File: src/csbs_pkg.sv
// Shared types and codes for the checksummed register bus slave.
// Used by csbs_parser and checksummed_register_bus_slave_top; depends on nothing.

package csbs_pkg;

  // Input command selector carried on in_tuser.
  typedef enum logic [1:0] {
    CMD_BUS  = 2'd0,
    CMD_HWR  = 2'd1,
    CMD_HRD  = 2'd2,
    CMD_NONE = 2'd3
  } cmd_t;

  // Result kind carried on out_tuser.
  localparam logic KIND_REPLY = 1'b0;
  localparam logic KIND_HOST  = 1'b1;

  // Order of the reply header tokens.
  localparam logic [1:0] HT_ID  = 2'd0;
  localparam logic [1:0] HT_RC  = 2'd1;
  localparam logic [1:0] HT_LEN = 2'd2;
  localparam logic [1:0] HT_ROW = 2'd3;

  // Position inside an incoming frame.
  typedef enum logic [5:0] {
    PH_IDLE = 6'b000001,
    PH_TYPE = 6'b000010,
    PH_LEN  = 6'b000100,
    PH_ADDR = 6'b001000,
    PH_DATA = 6'b010000,
    PH_SUM  = 6'b100000
  } phase_t;

  // Reply sequencer states.
  typedef enum logic [6:0] {
    S_CLEAR = 7'b0000001,
    S_IDLE  = 7'b0000010,
    S_HRD   = 7'b0000100,
    S_HDR   = 7'b0001000,
    S_WRD   = 7'b0010000,
    S_WDAT  = 7'b0100000,
    S_SUM   = 7'b1000000
  } seq_t;

  // Frame completion status from the parser, valid in the cycle of the sum token.
  typedef struct packed {
    logic hit;       // id and sum matched: a reply follows
    logic is_write;  // frame type equals the write code
  } fin_t;

endpackage

File: src/csbs_parser.sv
// Frame parser: header registers, running sum and the staging memory for data words.
// Depends on csbs_pkg.

module csbs_parser #(
  parameter int ENTRIES = 16,
  parameter int WORDS   = 16,
  localparam int LW = $clog2(WORDS + 1),
  localparam int SW = (WORDS > 1) ? $clog2(WORDS) : 1,
  localparam int RW = $clog2(ENTRIES)
) (
  input  logic             clk,
  input  logic             rst_n,
  input  logic             tok_en,
  input  logic             tok_start,
  input  logic [31:0]      tok_value,
  input  logic [7:0]       node_id,
  input  logic [7:0]       write_code,
  input  logic [SW-1:0]    stg_raddr,
  output logic [31:0]      stg_rdata,
  output logic [31:0]      hdr_id,
  output logic [LW-1:0]    hdr_len,
  output logic [RW-1:0]    hdr_row,
  output csbs_pkg::fin_t   fin
);

  csbs_pkg::phase_t phase_r, phase_nxt;
  logic [31:0]   id_r, id_nxt;
  logic [31:0]   type_r, type_nxt;
  logic [LW-1:0] len_r, len_nxt;
  logic [RW-1:0] row_r, row_nxt;
  logic [LW-1:0] seen_r, seen_nxt;
  logic [31:0]   sum_r, sum_nxt;
  logic          stg_we;
  logic [31:0]   stg_mem [WORDS];
  logic [31:0]   stg_rdata_r;
  logic [LW-1:0] len_cl;
  logic [RW-1:0] row_cl;

  // Signed clamp of the length token to 1..WORDS.
  always_comb begin
    if (tok_value[31] || tok_value == 32'd0) begin
      len_cl = LW'(1);
    end else if (tok_value > 32'(WORDS)) begin
      len_cl = LW'(WORDS);
    end else begin
      len_cl = tok_value[LW-1:0];
    end
  end

  // Signed clamp of the address token to 0..ENTRIES-1.
  always_comb begin
    if (tok_value[31]) begin
      row_cl = '0;
    end else if (tok_value > 32'(ENTRIES - 1)) begin
      row_cl = RW'(ENTRIES - 1);
    end else begin
      row_cl = tok_value[RW-1:0];
    end
  end

  // Frame phase sequencing and running sum.
  always_comb begin
    phase_nxt    = phase_r;
    id_nxt       = id_r;
    type_nxt     = type_r;
    len_nxt      = len_r;
    row_nxt      = row_r;
    seen_nxt     = seen_r;
    sum_nxt      = sum_r;
    stg_we       = 1'b0;
    fin.hit      = 1'b0;
    fin.is_write = (type_r == {24'd0, write_code});
    if (tok_en) begin
      if (tok_start) begin
        id_nxt    = tok_value;
        sum_nxt   = tok_value;
        phase_nxt = csbs_pkg::PH_TYPE;
      end else begin
        unique case (phase_r)
          csbs_pkg::PH_IDLE: begin
            phase_nxt = csbs_pkg::PH_IDLE;
          end
          csbs_pkg::PH_TYPE: begin
            type_nxt  = tok_value;
            sum_nxt   = sum_r + tok_value;
            phase_nxt = csbs_pkg::PH_LEN;
          end
          csbs_pkg::PH_LEN: begin
            len_nxt   = len_cl;
            sum_nxt   = sum_r + 32'(len_cl);
            phase_nxt = csbs_pkg::PH_ADDR;
          end
          csbs_pkg::PH_ADDR: begin
            row_nxt   = row_cl;
            sum_nxt   = sum_r + tok_value;
            seen_nxt  = '0;
            phase_nxt = csbs_pkg::PH_DATA;
          end
          csbs_pkg::PH_DATA: begin
            stg_we   = 1'b1;
            sum_nxt  = sum_r + tok_value;
            seen_nxt = seen_r + LW'(1);
            if (seen_nxt >= len_r) begin
              phase_nxt = csbs_pkg::PH_SUM;
            end
          end
          csbs_pkg::PH_SUM: begin
            fin.hit   = (id_r == {24'd0, node_id}) && (sum_r == tok_value);
            phase_nxt = csbs_pkg::PH_IDLE;
          end
          default: begin
            phase_nxt = csbs_pkg::PH_IDLE;
          end
        endcase
      end
    end
  end

  always_ff @(posedge clk) begin
    if (!rst_n) begin
      phase_r <= csbs_pkg::PH_IDLE;
      id_r    <= '0;
      type_r  <= '0;
      len_r   <= '0;
      row_r   <= '0;
      seen_r  <= '0;
      sum_r   <= '0;
    end else begin
      phase_r <= phase_nxt;
      id_r    <= id_nxt;
      type_r  <= type_nxt;
      len_r   <= len_nxt;
      row_r   <= row_nxt;
      seen_r  <= seen_nxt;
      sum_r   <= sum_nxt;
    end
  end

  // Staging memory: data words of the open frame, read back during a reply.
  always_ff @(posedge clk) begin
    if (stg_we) begin
      stg_mem[seen_r[SW-1:0]] <= tok_value;
    end
    stg_rdata_r <= stg_mem[stg_raddr];
  end

  assign stg_rdata = stg_rdata_r;
  assign hdr_id    = id_r;
  assign hdr_len   = len_r;
  assign hdr_row   = row_r;

endmodule

File: config.mk
export PLATFORM = sky130hd
export DESIGN_NAME = csbs_parser
export DESIGN_NICKNAME = d
export VERILOG_FILES = /design/src/csbs_pkg.sv /design/src/csbs_parser.sv
export SDC_FILE = /design/constraint.sdc
export NUM_CORES = 1
export LEC_CHECK = 0
export BUFFER_PORTS_ARGS = -buffer_cell sky130_fd_sc_hd__clkbuf_2
export CAP_MARGIN = 20
export CORE_ASPECT_RATIO = 0.6
export CORE_MARGIN = 10
export CORE_UTILIZATION = 45
export CTS_BUF_LIST = sky130_fd_sc_hd__clkbuf_16
export CTS_CLUSTER_DIAMETER = 30
export DETAILED_ROUTE_END_ITERATION = 6
export PLACE_DENSITY = 0.74
export SYNTH_ARGS = -nofsm -noshare
export SYNTH_HDL_FRONTEND = slang
export SYNTH_SLANG_ARGS = --single-unit
File: constraint.sdc
create_clock -name clk -period 5.8 [get_ports clk]
set_input_delay 0.58 -clock clk [delete_from_list [all_inputs] [get_ports clk]]
set_output_delay 0.58 -clock clk [all_outputs]
set_load 0.02 [all_outputs]
==> flow_metrics.env <==
export IMPL_outcome="finished with violations"
export IMPL_violations="design-rule violations"
export IMPL_die_h_um=210
export IMPL_hpwlAfterDp_um=45000
export IMPL_synth_top_area_share=0.566
export IMPL_drt_wl_total_um=73400
export IMPL_worstSetupPathType="in -> reg"
export IMPL_yosys_warnings=0
export IMPL_io_pins=131
export IMPL_final_setup_tns_ps=0
export IMPL_cts_buffers=86
export IMPL_post_cts_buffers=0
export IMPL_synth_distinct_cells=66
export IMPL_final_cell_mix="512 x edfxtp_1, 209 x nand2_1, 160 x mux4_2"
export IMPL_drc_errors=3
export IMPL_ys_seq_elements=660
export IMPL_multi_input_area_um2=8510
export IMPL_fin_nets=2025
export IMPL_cts_tree="yes"
export IMPL_synth_edf_count=512
export IMPL_wl_per_cell_um=26.4
export IMPL_portBuffers=130
export IMPL_drtPass1Iterations=7
export IMPL_synthesis_area_um2=27200
export IMPL_synth_seq_area_share=0.675
export IMPL_gp_congestion=0.947
export IMPL_design_area_um2=32100
export IMPL_root_buffer="clkbuf_16"
export IMPL_hold_worst_slack_ps=375
export IMPL_clockBufferDepth=3
export IMPL_synth_flop_cell="edfxtp_1"
export IMPL_cp_end_kind="flop"
export IMPL_setup_violations=0
export IMPL_fin_crit_sh=0.850
export IMPL_die_area_um2=70900
export IMPL_h_tree_depth=3
export IMPL_drive_gt1_frac=0.263
export IMPL_route_vias_total=16800
export IMPL_cp_required_ps=6360
export IMPL_core_area_um2=59500
export IMPL_grt_overflow_total=0
export IMPL_drv_cap=0
export IMPL_initial_utilization=0.457
export IMPL_syn_inst=1751
export IMPL_clock_sinks=660
export IMPL_grt_max_degree=74
export IMPL_via_per_inst=6.05
export IMPL_timing_final_max_slew_violations=0
export IMPL_synth_area_top_cells="edfxtp_1 57%, mux4_2 13%, dfxtp_1 11%"
export IMPL_relSlewSlack=0.286
export IMPL_async_flop_share=0
export IMPL_antenna_left=0
export IMPL_ctsResizeCount=0
export IMPL_critPathLaunchType="input port"
export IMPL_insertion_delay_ps=630
export IMPL_area_delta_synth_final_pct=18.2
export IMPL_layout_commonest_cell="edfxtp_1"
export IMPL_power_density_nw_per_um2=355
export IMPL_first_global_vias=16800
export IMPL_track_usage=0.205
export IMPL_peakVddDrop_mv=0.361
export IMPL_initialDrtViolationCount=2302
export IMPL_max_freq_ghz=0.203
export IMPL_syn_nets=1848
export IMPL_rows=69
export IMPL_nFillCells=4604
export IMPL_rsz0062_at_grt="false"
export IMPL_dieWidth_um=337
export IMPL_fin_skew_ps=24.2
export IMPL_grt_pass1_wl_um=110000
export IMPL_fin_crit_ps=4930
export IMPL_yosysTopAreaCell="edfxtp_1"
export IMPL_cp_max_fo=22
export IMPL_tightest_slew_ps=1070
export IMPL_cts_hold_fix_buffers=0
export IMPL_register_area_um2=18300
export IMPL_antenna_found_initial=2
export IMPL_leakage_nw=11.0
export IMPL_min_path_type="in -> reg"
export IMPL_hold_violations=0
export IMPL_placed_area_um2=29000
export IMPL_avgSynthCellArea_um2=15.5
export IMPL_cp_arrival_ps=5490
export IMPL_clk_pin_slew_ps=60
-- worst max-delay path, stage by stage --
cell and delay (ps):
clkbuf_2 320, nor4_1 690, nand3_1 420, nor3_1 480, nor2_1 130, nor2_1 230, ha_1 300, a211oi_1 270
o211ai_1 230, a31o_2 290, a211oi_2 630, o21ai_0 310, a211oi_1 280, o21ai_0 120, a31oi_1 200
-- report_power, final --
group          internal [mW]  leakage [nW]  switching (mW)  total (mW)
clock network           3.29          1.51            2.28        5.57
registers               5.14          5.81          0.0397        5.18
logic                  0.244          3.72           0.414       0.658
-- logic make-up after synthesis --
logic type / synth area share
AND/OR/NAND/NOR: 0.0694
adder cells (fa/ha/maj): 0.0192
multiplexers: 0.137
XOR/XNOR: 0.0209
buffers and inverters: 0.0174
flip-flops: 0.675
AO/OA/AOI/OAI: 0.0612
-- routing by layer --
layer / vias up / global-route usage / share of wire
li1: 7199 / - / -
met1: 8586 / 0.299 / 0.42
met2: 927 / 0.314 / 0.46
met3: 118 / 0.0449 / 0.096
met4: 2 / 0.0455 / 0.018
met5: - / 0 / 0.00018
-- flip-flops by register name, summed over array words and instances (netlist names) --
signal,cells
hdr_id,32
type_r,32
seen_r,5
phase_r,6
stg_rdata,32
sum_r,32
hdr_len,5
stg_mem,512
hdr_row,4
-- final cells by class --
type / count / share of cell area
diodes: 1 / 0.0000779
flip-flops and latches: 660 / 0.571
clock buffers: 86 / 0.0670
inverters: 31 / 0.00362
clock inverters: 76 / 0.0282
well taps: 781 / 0.0304
multi-input cells: 967 / 0.265
repair buffers: 182 / 0.0348
-- cells in the mapped netlist, types with 12 or more instances --
library cell / number
buf_1: 16
o21ai_0: 46
and2_1: 25
dfxtp_1: 148
edfxtp_1: 512
mux4_2: 160
ha_1: 40
nor4_1: 25
nor3_1: 15
clkbuf_1: 70
a211oi_1: 12
nor2_1: 68
inv_1: 28
a21o_1: 22
nand2_1: 209
xor2_1: 18
nand3_1: 21
nand4_1: 17
a21oi_1: 134
xnor2_1: 47
-- worst paths after layout --
check	from	to	slack (ps)	cells past startpoint
hold reg to reg	type_r[27]	type_r[27]	460	2
setup / recovery	tok_value[23]	sum_r[29]	870	15
hold / removal	tok_value[4]	stg_mem[3][4]	380	1
setup reg to reg	phase_r[3]	sum_r[30]	870	18
-- metrics by stage --
step,instances,utilization,worst slack (ps),power [mW]
2_1_floorplan,1751,-,1540,5.65
5_1_grt,2783,0.540,566,11.7
4_1_cts,2782,0.539,928,11.5
3_3_place_gp,2619,0.488,320,5.91
6_report,2784,0.540,869,11.4
3_5_place_dp,2620,0.488,286,5.92
Power figures use the tool's default switching activity.
